--- config.mk ---
export PLATFORM = sky130hd
export DESIGN_NAME = rsf_front
export DESIGN_NICKNAME = d
export VERILOG_FILES = /design/src/rtl/rsf_pkg.sv /design/src/rtl/rsf_front.sv
export SDC_FILE = /design/constraint.sdc
export NUM_CORES = 1
export LEC_CHECK = 0
export ABC_AREA = 1
export BUFFER_PORTS_ARGS = -buffer_cell sky130_fd_sc_hd__buf_2
export CAP_MARGIN = 20
export CORE_ASPECT_RATIO = 1.5
export CORE_MARGIN = 10
export CORE_UTILIZATION = 45
export DETAILED_ROUTE_END_ITERATION = 8
export PLACE_DENSITY = 0.68
export SYNTH_ARGS = -nofsm -noshare
export SYNTH_HDL_FRONTEND = slang
export SYNTH_SLANG_ARGS = --single-unit
--- constraint.sdc ---
create_clock -name clk -period 2.67 [get_ports clk]
set_input_delay 0.267 -clock clk [delete_from_list [all_inputs] [get_ports clk]]
set_output_delay 0.267 -clock clk [all_outputs]
set_load 0.05 [all_outputs]
--- src/rtl/rsf_pkg.sv ---
package rsf_pkg;

	localparam int SMP_W = 16;
	localparam int WRK_W = 24;
	localparam int TW_W  = 17;
	localparam int LEN_W = 7;

	localparam logic signed [TW_W-1:0] QSINE [17] = '{
		17'sd0, 17'sd3212, 17'sd6393, 17'sd9512, 17'sd12540, 17'sd15447, 17'sd18205,
		17'sd20788, 17'sd23170, 17'sd25330, 17'sd27246, 17'sd28899, 17'sd30274,
		17'sd31357, 17'sd32138, 17'sd32610, 17'sd32768
	};

	typedef struct packed {
		logic signed [WRK_W-1:0] re;
		logic signed [WRK_W-1:0] im;
	} pair_t;

	typedef struct packed {
		logic [LEN_W-1:0] len;
	} job_t;

	typedef enum logic [4:0] {
		BK_IDLE, BK_PK_E, BK_PK_O, BK_PK_W,
		BK_BF_RD, BK_BF_MUL, BK_BF_WA, BK_BF_WB,
		BK_SP0_RD, BK_SP0_WA, BK_SP0_WB,
		BK_SP_RD, BK_SP_X, BK_SP_MUL, BK_SP_W,
		BK_EM_RD, BK_EM_LD
	} bk_state_t;

	function automatic logic signed [TW_W-1:0] sine64(input logic [5:0] n);
		logic signed [TW_W-1:0] v;
		v = n[4] ? QSINE[5'd16 - {1'b0, n[3:0]}] : QSINE[{1'b0, n[3:0]}];
		return n[5] ? -v : v;
	endfunction

	function automatic logic signed [TW_W-1:0] cosine64(input logic [5:0] n);
		return sine64(n + 6'd16);
	endfunction

	function automatic logic signed [WRK_W-1:0] sat24(input logic signed [47:0] v);
		if (v > 48'sd8388607) begin
			return 24'sh7FFFFF;
		end else if (v < -48'sd8388608) begin
			return 24'sh800000;
		end
		return v[WRK_W-1:0];
	endfunction

	function automatic logic signed [WRK_W-1:0] negsat24(input logic signed [WRK_W-1:0] v);
		return (v == 24'sh800000) ? 24'sh7FFFFF : -v;
	endfunction

endpackage

--- src/rtl/rsf_front.sv ---
module rsf_front #(
	parameter int N_POINTS = 64
) (
	input  logic                        clk,
	input  logic                        arst_n,
	input  logic                        s_tvalid,
	output logic                        s_tready,
	input  logic [15:0]                 s_tdata,   // [15:0] sample
	input  logic                        cfg_valid,
	output logic                        cfg_ready,
	input  logic [5:0]                  cfg_data,  // [5:0] frame_order
	output logic                        job_push,
	output rsf_pkg::job_t               job,
	input  logic                        q_full,
	input  logic                        frame_free,
	input  logic [$clog2(N_POINTS)-1:0] smp_addr,
	output logic [rsf_pkg::SMP_W-1:0]   smp_data
);
	import rsf_pkg::*;

	localparam int AW  = $clog2(N_POINTS);
	localparam int LCW = AW + 1;

	logic [5:0]       frame_order_q;
	logic [LCW-1:0]   load_count_q;
	logic             busy_q;
	logic [SMP_W-1:0] smem [N_POINTS];
	logic [LEN_W-1:0] len;
	logic [LCW-1:0]   lc_nxt;
	logic             acc;
	logic             close;

	assign cfg_ready = 1'b1;
	assign s_tready  = !busy_q && !q_full;
	assign acc       = s_tvalid && s_tready;
	assign len       = (LEN_W'(frame_order_q) + 7'd1 > LEN_W'(N_POINTS)) ?
		LEN_W'(N_POINTS) : LEN_W'(frame_order_q) + 7'd1;
	assign lc_nxt    = load_count_q + LCW'(1);
	assign close     = LEN_W'(lc_nxt) >= len;
	assign job_push  = acc && close;
	assign job.len   = len;

	always_ff @(posedge clk or negedge arst_n) begin
		if (!arst_n) begin
			frame_order_q <= 6'd63;
			load_count_q  <= '0;
			busy_q        <= 1'b0;
		end else begin
			if (cfg_valid && cfg_ready) begin
				frame_order_q <= cfg_data;
			end
			if (acc) begin
				load_count_q <= close ? '0 : lc_nxt;
			end
			if (job_push) begin
				busy_q <= 1'b1;
			end else if (frame_free) begin
				busy_q <= 1'b0;
			end
		end
	end

	always_ff @(posedge clk) begin
		if (acc) begin
			smem[load_count_q[AW-1:0]] <= s_tdata;
		end
		smp_data <= smem[smp_addr];
	end

endmodule

; ---- Yosys cells after proc, flatten, opt, wreduce, memory -nomap -nowiden
; Memories as Yosys holds them, arrays and structs flattened. A register that Yosys moved wholly into a read port is not among the register bits.
; Index checks and enable logic that the tools add are counted.
[classes]
add_sub_neg = 2
n_lt_le_gt_ge = 2
n_mux = 6
reduce_logical = 6
[op_table]
columns = cell, n
row1 = $mux W7, 2
row2 = $add A6 B1 Y7 const B, 1
row3 = $add A7 B1 Y7 const B, 1
row4 = $ge A7 B7 Y1, 1
row5 = $gt A7 B7 Y1 const B, 1
row6 = $mux W1, 4
row7 = $logic_and A1 B1 Y1, 3
row8 = $logic_not A1 Y1, 2
row9 = $reduce_bool A2 Y1, 1
[totals]
register_bits = 14
ramBits = 1024
inputBits = 34
output_inout_bits = 26
mem_count = 1
[memory_table]
columns = memory, depth, width, read_ports, rd_ports_with_merged_regs, write_ports, line
row1 = smem, 64, 16, 1, 1, 1, rsf_front.sv:27  ; logic [SMP_W-1:0] smem [N_POINTS];

; ---- Logic depth before layout (Yosys ltp)
[logic_depth]
depth_word = 6
mapped_depth = 15
ltp_nobuf = 15

; ---- Worst setup path after synthesis
; No wires, ideal clock.
[synth_timing]
kind = register to output
from = register frame_order_q[0]
to = output job_push
t_arrival_ps = 3454
slack_ps = -1051
path_stages_with_launch = 14
cell_sequence = dfstp_2 -> ha_1 -> nand3_1 -> nor2_1 -> inv_1 -> nor2_1 -> nor2_1 -> ha_1 -> o21ai_0 -> a21boi_0 -> o21bai_1 -> nand2_1 -> nand2_1 -> inv_1
[synth_lines]
columns = item, line
row1 = "start, declared", rsf_front.sv:24  ; logic [5:0] frame_order_q;
row2 = "start signal, assigned", rsf_front.sv:50  ; frame_order_q <= cfg_data;
row3 = "end, declared", rsf_front.sv:12  ; output logic job_push,

; ---- Worst setup path in the final report
[layout_timing]
from = register frame_order_q[1]
to = output job_push
[layout_between]
elab_chain_cells = 5
[layout_lines]
columns = item, line
row1 = $add A6 B1 Y7 (*), "rsf_front.sv:36, rsf_front.sv:37"
row2 = $gt A7 B7 Y1, rsf_front.sv:36  ; assign len = (LEN_W'(frame_order_q) + 7'd1 > LEN_W'(N_POINTS)) ?
row3 = $mux W7 (*), rsf_front.sv:36
row4 = $ge A7 B7 Y1 (*), rsf_front.sv:39  ; assign close = LEN_W'(lc_nxt) >= len;
row5 = $logic_and A1 B1 Y1 (*), rsf_front.sv:40  ; assign job_push = acc && close;
; Mark *: on every way between the ends. The rest lies on a longest branch, timed or not.

==> results.md <==
* Crit end category: output pin
* Status: complete, but fails checks
* Min Tclk post-route at approximately 3.4 ns
* Reg area at 0.03143 mm2
* Root buffer cell: clkbuf_16
* Slew Limit Headroom at 0.3816
* Clock Tree Buf Depth at 3
* Dpl ws at -0.03851 ns
* Core area at 0.09462 mm2
* Share of layout cells above drive strength 1 at 0.1149
* DR WL/cell at 22.31 um
* Initial antenna violation count at 2
* Mapped Cells at 3635
* Skew-Pair Late Insertion Delay at 0.68 ns
* DRC Markers at 0
* Die Y-Extent at 398.6 um
* Vias per inst at 5.514
* Clock Sinks at 1054
* Worst-path clk slew at 0.07 ns
* Largest net degree at the start of global routing at 108
* Area Overhead vs Synth at 13.76%
* Cts bufs inserted at 93
* Setup ws final at -0.6881 ns
* Peak Freq at 297.8 MHz
* Routed via count at 28158
* Fin nets at 3815
* Peak fanout along the critical path at 3
* YS warnings at 0
* Initial Util at 0.4544
* Final Util at 0.5170
* CTS tree: yes
* Final period utilization at 1.258
* Final setup viols at 2
* Synth Register Bits at 1054
* Post-Syn Area at 0.04300 mm2
* RSZ-0062 raised after global routing: true
* Crit Path Category: flop to output pin
* Fill cells at 8007
* Reg2Reg Depth at 16
* Io pins at 60
* Net Count, Synth at 3679
* Slew Viols, Final at 0
* Total Wirelength at 114.0 mm
* H-tree levels at 3
* CP Launch Type: flop
* Leakage dissipation at 17.85 nW
* Critical Path AT at 3.09 ns
* Vias in the first global route at approximately 27000
* Worst EP required at 2.40 ns
* DRT Pass-1 Iters at 6
* Global-route wire length before repair at approximately 170 mm
* Initial DRC Count at 2810
* Hold Fails Final Rpt at 0
* Total Routing Usage GR at 0.2056
* Pwr dens at 739.6 mW/mm2
* Syn avg cell area at 11.83 um2
* Max cap viols at 0
* Min-Delay Path Class: input port to flop
* Area of the die at 0.1086 mm2
* Failing checks: setup timing
* Final antenna-violating net count at 0
* IO buf count at 58
* Synth cell types at 26
* # rows at 138
* Hold path depth at 5
* DP HPWL at 67.72 mm
* Ant diodes at 0
* GR Overflow Total at 0
* Worst Skew at 0.02876 ns
* Die width at ~270 um
* Sequential fraction of the synthesis area at 0.7309
* Worst hold margin at 0.1109 ns
* R2R setup slack at 0.11 ns
* Worst Max-Slew Pin Slew at 0.9275 ns
* Peak supply drop at 0.0005291 V
* Final weighted congestion of routability-driven global placement at 0.8884
* Multi-input gate area at 0.01017 mm2
-- logic make-up after synthesis --
logic type / Yosys count / synth area share
buffers and inverters: 256 / 0.03663
DFF: 1054 / 0.7309
AOI/OAI and AO/OA: 19 / 0.002444
muxes: 3 / 0.0007856
xor gates and xnor gates: 5 / 0.001018
adders and majority gates: 10 / 0.002910
and+or+nand+nor: 2287 / 0.2252
other: 1 / 0.00008721
-- cell usage after synthesis --
cell	count	area (um2)
nand2_1	1331	4996
edfxtp_1	1024	30750
buf_1	19	71.32
dfrtp_1	8	200.2
inv_2	2	7.510
xor2_1	5	43.79
inv_1	27	101.4
clkbuf_1	20	75.07
a21boi_0	1	7.510
nor2_1	77	289.0
o22ai_1	4	25.02
conb_1	1	3.750
o21bai_1	1	7.510
buf_2	111	555.5
dfstp_2	6	157.7
inv_6	1	8.760
nand3_1	878	4394
mux2_2	3	33.78
buf_12	1	20.02
o21ai_0	10	50.05
buf_4	29	217.7
dfxtp_1	16	320.3
buf_6	46	518.0
a21oi_1	3	15.01
nand4_1	1	6.260
ha_1	10	125.1
-- worst paths after layout --
check	start	end
hold reg to reg	busy_q	busy_q
setup reg to reg	frame_order_q[1]	load_count_q[6]
hold / removal	q_full	load_count_q[2]
min in group asynchronous	arst_n	load_count_q[2]
setup / recovery	frame_order_q[1]	job_push
max in group asynchronous	arst_n	load_count_q[1]
-- state kept, by name, summed over array words and instances (netlist names) --
register	count
smem	1024
smp_data	16
load_count_q	7
busy_q	1
frame_order_q	6
-- per-layer routing --
layer,share of wire,wire [um],global-route usage
met2,0.53,60020,0.3731
met4,0.045,5170,0.09561
met1,0.36,41020,0.2372
met5,0.00011,13,0
met3,0.068,7729,0.02820
-- through the flow --
stage | std cells | setup TNS, ns | area, um2 | power [W]
detailed placement | 4901 | -0.03851 | 45300 | 0.02228
CTS | 5106 | -3.241 | 48820 | 0.03636
global route | 5107 | -1.065 | 48920 | 0.03723
floorplan | 3635 | -155.99 | 43090 | 0.02089
finish | 5107 | -0.7349 | 48920 | 0.03618
global placement | 4901 | -0.03361 | 45300 | 0.02223
-- cell usage in the layout, fill, tap and decap left out, types with 16 or more instances in the layout --
cell / count
buf_12: 36
buf_2: 51
buf_4: 150
bufinv_16: 16
clkbuf_16: 95
clkinv_2: 22
dfxtp_1: 16
dlygate4sd3_1: 23
edfxtp_1: 1024
inv_1: 23
nand2_1: 1328
nand3_1: 876
nor2_1: 54
nor2_2: 19
-- critical path, cell delays in order (launching register included) --
cell,delay (ns)
dfstp_2,0.57
ha_4,0.16
nand3_4,0.08
buf_4,0.15
buf_4,0.12
buf_4,0.12
nand2_1,0.05
nand2_1,0.09
ha_1,0.32
a21oi_1,0.14
o21ai_0,0.10
inv_1,0.10
nand2_2,0.09
nand2_4,0.08
clkinvlp_4,0.08
buf_8,0.15
-- timing repair --
action,in CTS,in global routing
gates resized for setup,10,19
pin swaps,9,12
hold buffers,23,0
buffers inserted,11,8
endpoints found under the hold margin,40,0
setup endpoints to repair,3,9
-- power by group --
part           total [W]  switching [W]  internal (W)  leakage, nW
Combinational    0.00351        0.00253      0.000980         6.79
Clock             0.0141        0.00595       0.00811         1.55
Sequential        0.0186       0.000146        0.0185         9.51
Total             0.0362        0.00862        0.0276         17.9
-- layout make-up --
class | count | share of cell area
clock buffer | 107 | 0.04972
sequential | 1054 | 0.6425
timing repair buffer | 267 | 0.04952
clock inverter | 64 | 0.01524
tap | 1260 | 0.03223
inverter | 30 | 0.002916
multi-input combinational | 2325 | 0.2079
No activity file was read; power rests on OpenSTA's default activity.
