**src/rtl/rsf_pkg.sv**
```systemverilog
package rsf_pkg;

	localparam int SMP_W = 16;
	localparam int WRK_W = 24;
	localparam int TW_W  = 17;
	localparam int LEN_W = 7;

	localparam logic signed [TW_W-1:0] QSINE [17] = '{
		17'sd0, 17'sd3212, 17'sd6393, 17'sd9512, 17'sd12540, 17'sd15447, 17'sd18205,
		17'sd20788, 17'sd23170, 17'sd25330, 17'sd27246, 17'sd28899, 17'sd30274,
		17'sd31357, 17'sd32138, 17'sd32610, 17'sd32768
	};

	typedef struct packed {
		logic signed [WRK_W-1:0] re;
		logic signed [WRK_W-1:0] im;
	} pair_t;

	typedef struct packed {
		logic [LEN_W-1:0] len;
	} job_t;

	typedef enum logic [4:0] {
		BK_IDLE, BK_PK_E, BK_PK_O, BK_PK_W,
		BK_BF_RD, BK_BF_MUL, BK_BF_WA, BK_BF_WB,
		BK_SP0_RD, BK_SP0_WA, BK_SP0_WB,
		BK_SP_RD, BK_SP_X, BK_SP_MUL, BK_SP_W,
		BK_EM_RD, BK_EM_LD
	} bk_state_t;

	function automatic logic signed [TW_W-1:0] sine64(input logic [5:0] n);
		logic signed [TW_W-1:0] v;
		v = n[4] ? QSINE[5'd16 - {1'b0, n[3:0]}] : QSINE[{1'b0, n[3:0]}];
		return n[5] ? -v : v;
	endfunction

	function automatic logic signed [TW_W-1:0] cosine64(input logic [5:0] n);
		return sine64(n + 6'd16);
	endfunction

	function automatic logic signed [WRK_W-1:0] sat24(input logic signed [47:0] v);
		if (v > 48'sd8388607) begin
			return 24'sh7FFFFF;
		end else if (v < -48'sd8388608) begin
			return 24'sh800000;
		end
		return v[WRK_W-1:0];
	endfunction

	function automatic logic signed [WRK_W-1:0] negsat24(input logic signed [WRK_W-1:0] v);
		return (v == 24'sh800000) ? 24'sh7FFFFF : -v;
	endfunction

endpackage

```
**src/rtl/rsf_queue.sv**
```systemverilog
module rsf_queue (
	input  logic          clk,
	input  logic          arst_n,
	input  logic          push,
	input  rsf_pkg::job_t din,
	output logic          full,
	input  logic          pop,
	output rsf_pkg::job_t dout,
	output logic          empty
);
	import rsf_pkg::*;

	job_t       mem [2];
	logic       wp_q;
	logic       rp_q;
	logic [1:0] cnt_q;

	assign full  = cnt_q == 2'd2;
	assign empty = cnt_q == 2'd0;
	assign dout  = mem[rp_q];

	always_ff @(posedge clk or negedge arst_n) begin
		if (!arst_n) begin
			wp_q  <= 1'b0;
			rp_q  <= 1'b0;
			cnt_q <= '0;
		end else begin
			if (push) begin
				wp_q <= !wp_q;
			end
			if (pop) begin
				rp_q <= !rp_q;
			end
			cnt_q <= cnt_q + {1'b0, push} - {1'b0, pop};
		end
	end

	always_ff @(posedge clk) begin
		if (push) begin
			mem[wp_q] <= din;
		end
	end

endmodule

```
**config.mk**
```make
export PLATFORM = sky130hd
export DESIGN_NAME = rsf_queue
export DESIGN_NICKNAME = d
export VERILOG_FILES = /design/src/rtl/rsf_pkg.sv /design/src/rtl/rsf_queue.sv
export SDC_FILE = /design/constraint.sdc
export NUM_CORES = 1
export LEC_CHECK = 0
export BUFFER_PORTS_ARGS = -buffer_cell sky130_fd_sc_hd__buf_2
export CORE_MARGIN = 2
export CORE_UTILIZATION = 44
export DETAILED_ROUTE_END_ITERATION = 16
export GPL_TIMING_DRIVEN = 0
export MAX_ROUTING_LAYER = met4
export PLACE_DENSITY = 0.79
export SKIP_LAST_GASP = 1
export SYNTH_ARGS = -nofsm -noshare
export SYNTH_HDL_FRONTEND = slang
export SYNTH_SLANG_ARGS = --single-unit
```
**constraint.sdc**
```tcl
create_clock -name clk -period 1.4 [get_ports clk]
set_clock_uncertainty 0.2 [all_clocks]
set_input_delay 0.42 -clock clk [delete_from_list [all_inputs] [get_ports clk]]
set_output_delay 0.42 -clock clk [all_outputs]
set_load 0.03 [all_outputs]
```
* Word level (Yosys, flattened, before mapping) *
Memories as Yosys holds them, arrays and structs flattened.
Index checks and enable logic that the tools add are counted.

storage, ports and cells
  flip-flop bits (word level) = 4
  latch bits = 0
  memory bits (writable) = 14
  ROM bits = 0
  input port bits = 11
  output and inout port bits = 9
  logic and storage cells = 12
  memories = 1

cells by class
  add/sub/neg operators = 2
  $mul = 0
  div/mod/pow operators = 0
  order comparisons = 0
  eq/ne operators = 1
  shift operators = 0
  multiplexer cells = 2
  bitwise operators = 0
  reductions and logical operators = 3

memory list
  name  depth  bits a word  rd ports  clocked after Yosys merged registers in  wr ports  line             source
  mem   2      7            1         0                                        1         rsf_queue.sv:13  job_t mem [2];

operators by type and width
  cell                number
  $add 2x1->2         1
  $eq 2x2->1 const B  1
  $logic_not 1->1     2
  $logic_not 2->1     1
  $mux 1              2
  $sub 2x1->2         1

* Depth between registers and ports, before layout *
Gate-level depths: netlist (run 1).

  word-level depth = 2
  depth in mapped cells = 5
  depth with buffers taken out = 5

* Worst setup path before layout (run 1) *
No wires, ideal clock.

  kind = input port to flip-flop
  start point = input pop
  end point = register cnt_q[1]
  library setup time = 135 ps
  arrival = 1230 ps
  required time = 1065 ps
  path slack = -166 ps
  stages = 4
  buffers on the path = 0
  cells stage by stage = ha_1 > inv_1 > ha_1 > xor3_1

between the ends
  cells in the longest elaborated chain, start to end = 1

ends and longest elaborated chain
  what                  line             source
  start, declared       rsf_queue.sv:7   input logic pop,
  $sub 2x1->2           rsf_queue.sv:34  cnt_q <= cnt_q + {1'b0, push} - {1'b0, pop};
  end signal, assigned  rsf_queue.sv:34
  end, declared         rsf_queue.sv:16  logic [1:0] cnt_q;

No other way between the ends.
A chain may end at the register's enable or synchronous reset.

==> out/summary.txt, run 1 <==
clock slew at reported path FFs -> 100 ps
Antenna Cells -> 0
FP Rows -> 14
Hold Crit Class -> primary input to flip-flop
main combinational cell family by area after synthesis -> multiplexers
CTS root buf -> clkbuf_4
maximum number of pins on one net before global-route repair -> 11
post-synthesis async set-or-reset flop share -> 22.22%
failing checks -> setup timing
most used cell, CP -> buf_6
max-cap viol count -> 0
reg2reg path depth -> 5
Yosys reg bits -> 18
Tightest Pin Transition -> 385.3 ps
Via density -> 4.582
Pwr Density -> 2189 nW/um2
Synth Warn # -> 0
Post-synth EDFFs -> 14
Iter 0 DRT Violations -> 2
post-synth top area share -> 57.34%
number of global-route vias before repair -> 364
Clock Path Buffers -> 2
final worst slack -> -464.8 ps
Fillers -> 111
Slew Viols, Final -> 0
Worst path slowest cell -> dfrtp_1
CTS Buf Count -> 3
worst setup path endpoint -> dout[1]
residual DRC count -> 0
clock sinks -> 18
Fin Setup TNS -> -3738 ps
reg2reg start -> cnt_q[0]$_DFF_PN0_
CTS tree -> yes
Post-Synthesis Cells -> 37
Most used DFF post-synth -> edfxtp_1
number of port buffers -> 19
Post-Synth Adder-Cell Area -> 3.413%
CP required -> 780 ps
Core Util, Final -> 63.47%
antenna violations before repair -> 0
CP arrival -> 1240 ps
Leakage -> 0.4352 nW
Clock Latency Late Sink -> 280 ps
via count -> 362
r2r setup slk -> -120 ps
Die ar. -> 2009 um2
Crit. End Element -> output port
CP max stage delay -> 380 ps
total gr overflow -> 0
die height -> 44.82 um
mux cell area share after synthesis -> 14.33%
Routed Antenna Nets -> 0
highest fanout seen on the critical path -> 8
sequential share of the synthesized area -> 70.99%
post-synth net total -> 50
worst setup path startpoint -> rp_q$_DFFE_PN0P_
status -> finished, violations left
cell accounting for the most synthesized area -> edfxtp_1
worst ir drop on vdd -> 1.341 mV
RD Place Congestion -> 0.5979
Final period util -> 133.2%
H-tree levels -> 1
global-route wire length before repair -> 1.531 mm
I/O pin count -> 20
Netlist cell types -> 11
share of cells above drive strength 1 -> 57.14%
wire length per cell -> 12.10 um
core area -> 1541 um2
post-synthesis xor/xnor area fraction -> 5.631%
initial core utilization -> 47.56%
Synth area leaders -> edfxtp_1, mux2_4, dfrtp_1, ha_1, xor3_1
DR pass1 iterations -> 2
Area Overhead vs Synth -> 33.45%
most common cell in the netlist -> edfxtp_1
syn avg cell area -> 19.82 um2
Rel. slew slack -> 74.20%
register area -> 520.5 um2
Crit Path Category -> flip-flop to output port
Fmax achieved -> 536.2 MHz
layout net count -> 77
Post-DP HPWL -> 716.4 um
final hold viol count -> 0
R2R Path End -> cnt_q[1]$_DFF_PN0_
Cell Area, Synth -> 733.2 um2
minimum clock period -> 1865 ps
CP Cell Sequence -> buf_6 -> mux2_4 -> buf_6
Startpoint Class -> flip-flop
gr usage total -> 11.19%
Post-synth top cells -> edfxtp_1, mux2_4, dfrtp_1
total power -> 2.141 mW
post-synthesis simple-gate area fraction -> 3.072%
Final setup viols -> 10
die width -> 44.82 um
compound-cell area share of the yosys netlist -> 0%
RSZ-0062 raised after global routing -> true
WL final -> 956 um
multi-input logic area -> 206.4 um2
how the worst min path moves through the flow:
stage            from                  end  slack [ps]  depth (start not counted)
2_1_floorplan  arst_n   cnt_q[0]$_DFF_PN0_         -80                          0
4_1_cts        din[1]  mem[1][1]$_DFFE_PP_         110                          1
3_5_place_dp   arst_n     wp_q$_DFFE_PN0P_          30                          1
5_1_grt        din[2]  mem[1][2]$_DFFE_PP_         100                          1
6_report       din[0]  mem[0][0]$_DFFE_PP_         120                          1
3_3_place_gp   arst_n     wp_q$_DFFE_PN0P_          30                          1
logic make-up (layout without fill, tap and decap cells):
family / Yosys count / in the layout
buffers and inverters: 3 / 29
XOR/XNOR: 3 / 3
multiplexers: 7 / 7
flip-flops: 18 / 18
adder cells (fa/ha/maj): 2 / 2
AND/OR/NAND/NOR: 4 / 4
flip-flops by register name (all words and copies together) (netlist names):
register / count
cnt_q: 2
mem: 14
rp_q: 1
wp_q: 1
cell type report:
class / count / area share [%]
clock buffer: 4 / 3.708
sequential: 18 / 53.20
buffer: 1 / 1.151
tap: 16 / 2.046
inverter: 2 / 0.7673
timing repair buffer: 22 / 18.03
multi-input combinational: 16 / 21.10
timing repair:
action                                 in CTS  in global routing
endpoints found under the hold margin       4                  0
pin swaps                                   1                  0
setup buffers                               2                  0
setup endpoints to repair                  17                 11
gates resized for setup                    20                  0
hold buffers                                1                  0
where the power goes:
group,internal [mW],switching (mW)
registers,0.730,0.0728
logic,0.545,0.486
clock network,0.158,0.150
cells in the final DEF (no fill, tap or decap):
master and count:
and2_1 1, buf_2 10, buf_4 2, buf_6 10
clkbuf_4 3, clkbuf_8 1, dfrtp_1 4, dlygate4sd3_1 1
edfxtp_1 14, ha_1 2, inv_1 2, mux2_4 7
nor2_2 1, nor2b_2 1, nor2b_4 1, xor2_1 2
xor3_1 1
critical path: cells and delay by family (launching register included):
family | cells | cell delay (ps)
buffers and inverters | 2 | 280
muxes | 1 | 300
DFF | 1 | 380
stage by stage:
| stage | hold slack (ps) | setup WS, ps | area [um2] | std cells |
|---|---|---|---|---|
| after floorplan | -75.59 | -57.54 | 738.2 | 37 |
| after global placement | 30.16 | -227.4 | 853.3 | 72 |
| final | 119.9 | -464.8 | 978.4 | 79 |
| after detailed placement | 32.76 | -267.0 | 853.3 | 72 |
| after CTS | 113.6 | -477.7 | 978.4 | 79 |
| after global routing | 100.7 | -514.3 | 978.4 | 79 |
layer usage:
layer / wire length, um / vias to the layer above / global-route usage, %
li1: - / 186 / -
met1: 431 / 163 / 13.24
met2: 483 / 13 / 18.26
met3: 41 / 0 / 3.600
met4: 0 / 0 / 3.529
met5: 0 / - / -
Power figures use the tool's default switching activity.
==> inputs of run 2 (changes only) <==
- CORE_UTILIZATION: 44 -> 45
- MAX_ROUTING_LAYER: met4 -> unset
- PLACE_DENSITY: 0.79 -> 0.67
- clock period: 1.4 -> 2.03 ns (I/O delays scaled with it)
==> run 2 against run 1 <==
The run still ends with setup timing left. Cell count decreased by 1.3%. Global-route usage about the same. Die area decreased by 2.0%. Sequential power decreased by 32%. Critical path depth unchanged. First-iteration DRC count increased to 4.5 times the previous value. Power decreased by 36%. Largest cell class unchanged. Count of clock-buffer cells in the layout unchanged.
==> out/summary.txt, run 2 (synthesis results as in run 1) <==
Fmax achieved -> 483.8 MHz
core area -> 1524 um2 (-1.1%)
maximum number of pins on one net before global-route repair -> 11 (unchanged)
number of port buffers -> 19 (unchanged)
Top Registers -> mem x14, cnt_q x2
Die ar. -> 1968 um2 (-2.0%)
Area Overhead vs Synth -> 27.65%
Worst path slowest cell -> dfrtp_1
Final period util -> 101.8%
failing checks -> setup timing
worst setup path startpoint -> rp_q$_DFFE_PN0P_
H-tree levels -> 1 (unchanged)
status -> finished, violations left
WL final -> 947 um (-0.94%)
commonest non-fill, non-tap cells in the layout -> edfxtp_1, buf_2, buf_6
Rel. slew slack -> 57.58% (-17 points)
final hold viol count -> 0 (unchanged)
reg2reg start -> cnt_q[0]$_DFF_PN0_
layout net count -> 76 (-1.3%)
CTS tree -> yes
highest fanout seen on the critical path -> 8 (unchanged)
Startpoint Class -> flip-flop
global-route wire length before repair -> 1.504 mm (-1.8%)
Via density -> 4.756 (+3.8%)
number of global-route vias before repair -> 353 (-3.0%)
die height -> 44.37 um (-1.0%)
CTS Buf Count -> 3 (unchanged)
gr usage total -> 11.23% (+0.038 points)
CTS root buf -> clkbuf_4
Tightest Pin Transition -> 634.9 ps (+249.7 ps)
Hold Crit Class -> flip-flop to flip-flop
clock slew at reported path FFs -> 90 ps (about the same)
largest reg by FF count -> mem
dpl cells -> 72 (unchanged)
final worst slack -> -37.06 ps (+427.8 ps)
Routed Antenna Nets -> 0 (unchanged)
Post-DP HPWL -> 698.2 um (-2.5%)
Antenna Cells -> 0 (unchanged)
Iter 0 DRT Violations -> 9 (+7)
minimum clock period -> 2067 ps
I/O pin count -> 20 (unchanged)
Crit Path Category -> flip-flop to output port
Pwr Density -> 1464 nW/um2 (-33%)
initial core utilization -> 48.11% (+0.55 points)
total power -> 1.370 mW (-36%)
most used cell, CP -> buf_6
CP required -> 1220 ps (+440 ps)
RD Place Congestion -> 0.6254 (+4.6%)
CP Cell Sequence -> buf_6 -> mux2_4 -> buf_6
Clock Path Buffers -> 2 (unchanged)
FP Rows -> 14 (unchanged)
post-route insts no fill -> 78 (-1.3%)
share of cells above drive strength 1 -> 50.00% (-7.1 points)
Final setup viols -> 7 (-3)
Crit. End Element -> output port
CP arrival -> 1260 ps (+20 ps)
RSZ-0062 raised after global routing -> true
clock sinks -> 18 (unchanged)
register area -> 520.5 um2 (unchanged)
max-cap viol count -> 0 (unchanged)
most common cell after layout, fill and taps aside -> edfxtp_1
multi-input logic area -> 193.9 um2 (-6.1%)
max reg flops -> 14 (unchanged)
worst ir drop on vdd -> 0.7773 mV (-42%)
wire length per cell -> 12.14 um (+0.33%)
die width -> 44.37 um (-1.0%)
Fillers -> 112 (+0.90%)
Clock Latency Late Sink -> 280 ps (about the same)
DR pass1 iterations -> 3 (+1)
Leakage -> 0.4157 nW (-4.5%)
via count -> 371 (+2.5%)
min-delay src -> wp_q$_DFFE_PN0P_
residual DRC count -> 0 (unchanged)
Slew Viols, Final -> 0 (unchanged)
CP max stage delay -> 390 ps (about the same)
dpl ws -> 109.6 ps (+376.6 ps)
total gr overflow -> 0 (unchanged)
antenna violations before repair -> 0 (unchanged)
run 2: cell count changes in the layout (fill, tap and decap cells not counted), sizes merged:
cell	change
buf	-1
run 2: worst max-delay path: cells and delay by family (launching register included):
kind | cells | cell delay [ps]
flip-flops | 1 | 390
buffers and inverters | 2 | 290
multiplexers | 1 | 300
run 2: timing repair:
| action | 4_1_cts | 5_1_grt |
|---|---|---|
| setup endpoints to repair | 7 | 7 |
| setup buffers | 1 | 0 |
| hold buffers | 1 | 0 |
| endpoints found under the hold margin | 4 | 0 |
| gates resized for setup | 14 | 0 |
run 2: area by class of cell:
type | instances | area share (%)
Buffer | 1 | 1.203
Tap cell | 16 | 2.139
Timing Repair Buffer | 21 | 16.71
Clock buffer | 4 | 2.807
Inverter | 2 | 0.8021
Multi-Input combinational cell | 16 | 20.72
Sequential cell | 18 | 55.61
run 2: stage by stage:
stage	util [%]	setup TNS (ps)	area, um2	hold WS, ps
after global placement	55.67	0	848.3	221.2
after detailed placement	55.67	0	848.3	219.5
after global routing	61.41	-510.0	935.9	287.7
after CTS	61.41	-248.4	935.9	300.0
after floorplan	-	0	733.2	113.4
final	61.41	-235.8	935.9	301.5
run 2: power breakdown:
group | leakage [nW] | switching [mW] | total (mW) | internal, mW
Sequential | 0.178 | 0.0416 | 0.546 | 0.504
Clock | 0.0150 | 0.101 | 0.177 | 0.0763
Combinational | 0.223 | 0.321 | 0.647 | 0.326
Total | 0.416 | 0.464 | 1.37 | 0.906
run 2: worst paths after layout:
check	slack, ps	cells after the start	end
min reg2reg	300	1	wp_q$_DFFE_PN0P_
max	-40	3	dout[0]
max in group asynchronous	1050	2	rp_q$_DFFE_PN0P_
min in group asynchronous	460	2	cnt_q[1]$_DFF_PN0_
max reg2reg	460	5	cnt_q[1]$_DFF_PN0_
min	300	1	wp_q$_DFFE_PN0P_
run 2: layer usage:
metal | global-route usage [%] | routed length (um) | vias to the layer above | part of all wire (%)
met5 | 0 | 0 | - | 0
met1 | 11.81 | 377 | 176 | 40
li1 | - | - | 182 | -
met3 | 4.898 | 53 | 0 | 5.6
met2 | 20.88 | 516 | 13 | 54
met4 | 1.818 | 0 | 0 | 0
==> inputs of run 3 (changes only) <==
- CORE_MARGIN: 2 -> unset
- CORE_UTILIZATION: 45 -> 44
- PLACE_DENSITY: 0.67 -> 0.69
- clock period: 2.03 -> 1.85 ns (I/O delays scaled with it)
==> run 3 against run 2 <==
The run still ends with setup timing left. Sequential share of layout area down 0.15 points. Power is 9.2% higher. First-iteration DRC count is 89% lower. Non-clock buffer count stayed put. Register-to-register slack worse by 180 ps. Clock power grew 6%.
==> out/summary.txt, run 3 (synthesis results as in run 1) <==
Crit. End Element -> output port
Core Util, Final -> 61.58% (+0.16 points)
initial core utilization -> 48.11% (unchanged)
CP required -> 1090 ps (-130 ps)
commonest non-fill, non-tap cells in the layout -> edfxtp_1, buf_2, buf_6
DR pass1 iterations -> 3 (unchanged)
reg2reg start -> cnt_q[0]$_DFF_PN0_
Via density -> 4.538 (-4.6%)
worst setup path startpoint -> rp_q$_DFFE_PN0P_
RSZ-0062 raised after global routing -> true
minimum clock period -> 1997 ps
Startpoint Class -> flip-flop
Routed Antenna Nets -> 0 (unchanged)
Clock Path Buffers -> 2 (unchanged)
Antenna Cells -> 0 (unchanged)
Tightest Pin Transition -> 609.8 ps (-25.20 ps)
Final period util -> 108.0%
WHS -> 256.1 ps (-45.45 ps)
FP Rows -> 14 (unchanged)
Leakage -> 0.4160 nW (about the same)
CTS tree -> yes
final hold viol count -> 0 (unchanged)
CTS root buf -> clkbuf_4
worst setup path endpoint -> dout[0]
max-cap viol count -> 0 (unchanged)
global-route wire length before repair -> 1.593 mm (+5.9%)
dpl cells -> 72 (unchanged)
H-tree levels -> 1 (unchanged)
Die ar. -> 1834 um2 (-6.8%)
clock slew at reported path FFs -> 90 ps (about the same)
number of global-route vias before repair -> 372 (+5.4%)
failing checks -> setup timing
post-route insts no fill -> 78 (unchanged)
layout net count -> 76 (unchanged)
Hold Crit Class -> primary input to flip-flop
gr usage total -> 12.81% (+1.6 points)
number of port buffers -> 19 (unchanged)
reg2reg path depth -> 5 (unchanged)
wire length per cell -> 11.68 um (-3.8%)
RD Place Congestion -> 0.6003 (-4.0%)
antenna violations before repair -> 0 (unchanged)
worst ir drop on vdd -> 0.8178 mV (+5.2%)
P_sw -> 0.5021 mW (+8.3%)
Final setup viols -> 7 (unchanged)
Rel. slew slack -> 59.27% (+1.7 points)
register area -> 520.5 um2 (unchanged)
r2r setup slk -> 280 ps (-180 ps)
WL final -> 911 um (-3.8%)
CTS Buf Count -> 3 (unchanged)
core area -> 1524 um2 (unchanged)
maximum number of pins on one net before global-route repair -> 11 (unchanged)
die height -> 42.82 um (-3.5%)
Fillers -> 114 (+1.8%)
R2R Path End -> cnt_q[1]$_DFF_PN0_
Post-DP HPWL -> 671.1 um (-3.9%)
residual DRC count -> 0 (unchanged)
total gr overflow -> 0 (unchanged)
Area Overhead vs Synth -> 27.99%
Clock power frac -> 12.5% (-0.4 points)
Iter 0 DRT Violations -> 1 (-8)
status -> finished, violations left
sw frac -> 33.57% (-0.28 points)
Pwr Density -> 1594 nW/um2 (+8.9%)
DP Area -> 848.3 um2 (unchanged)
most common cell after layout, fill and taps aside -> edfxtp_1
combinational share of power -> 47.6% (+0.4 points)
die width -> 42.82 um (-3.5%)
highest fanout seen on the critical path -> 8 (unchanged)
CP arrival -> 1240 ps (-20 ps)
max reg flops -> 14 (unchanged)
clock sinks -> 18 (unchanged)
dpl ws -> -23.31 ps (-132.9 ps)
via count -> 354 (-4.6%)
Slew Viols, Final -> 0 (unchanged)
I/O pin count -> 20 (unchanged)
final worst slack -> -147.2 ps (-110.2 ps)
Fin Setup TNS -> -1012 ps (-775.9 ps)
Reg power frac -> 39.9% (about the same)
Clock Latency Late Sink -> 280 ps (about the same)
share of cells above drive strength 1 -> 50.00% (unchanged)
largest reg by FF count -> mem
Int Power -> 0.9937 mW (+9.7%)
total power -> 1.496 mW (+9.2%)
Top Registers -> mem x14, cnt_q x2
multi-input logic area -> 193.9 um2 (unchanged)
Crit Path Category -> flip-flop to output port
Fmax achieved -> 500.7 MHz
post-route cell area -> 938.4 um2 (+0.27%)
run 3: changes by cell type in the layout (fill, tap and decap cells not counted), sizes merged:
cell	change
clkinv	+1
buf	-1
run 3: worst min path at each step:
stage / start / to / depth (start not counted)
global route: din[1] / mem[0][1]$_DFFE_PP_ / 1
finish: din[4] / mem[0][4]$_DFFE_PP_ / 1
global placement: arst_n / cnt_q[0]$_DFF_PN0_ / 1
floorplan: arst_n / cnt_q[0]$_DFF_PN0_ / 0
CTS: din[4] / mem[0][4]$_DFFE_PP_ / 1
detailed placement: arst_n / cnt_q[0]$_DFF_PN0_ / 1
run 3: power groups by stage:
stage               sequential, mW  combinational [mW]  clock (mW)
floorplan                    0.597               0.489           0
detailed placement           0.608               0.606           0
finish                       0.598               0.711       0.187
global placement             0.602               0.601           0
global route                 0.609               0.763       0.214
CTS                          0.599               0.714       0.195
run 3: layout make-up:
type,count,share of cell area [%]
clock buffers,3,2.400
inverters,2,0.8000
flip-flops and latches,18,55.47
well taps,16,2.133
repair buffers,21,16.93
clock inverters,1,0.4000
multi-input cells,16,20.67
plain buffers,1,1.200
run 3: worst max-delay path: stages, from the launching register on:
cell,delay (ps)
dfrtp_1,380
buf_6,150
mux2_4,300
buf_6,140
run 3: repair_timing:
action / in CTS / in global routing
setup endpoints to repair: 7 / 8
endpoints found under the hold margin: 4 / 0
hold buffers: 1 / 0
gates resized for setup: 14 / 1
buffers inserted: 1 / 0
run 3: per-layer routing:
metal	vias up	share of wire [%]	track usage, %
li1	181	-	-
met2	8	51	20.00
met3	2	3.4	3.830
met1	163	44	14.74
met4	0	1.1	9.375
met5	-	0	0
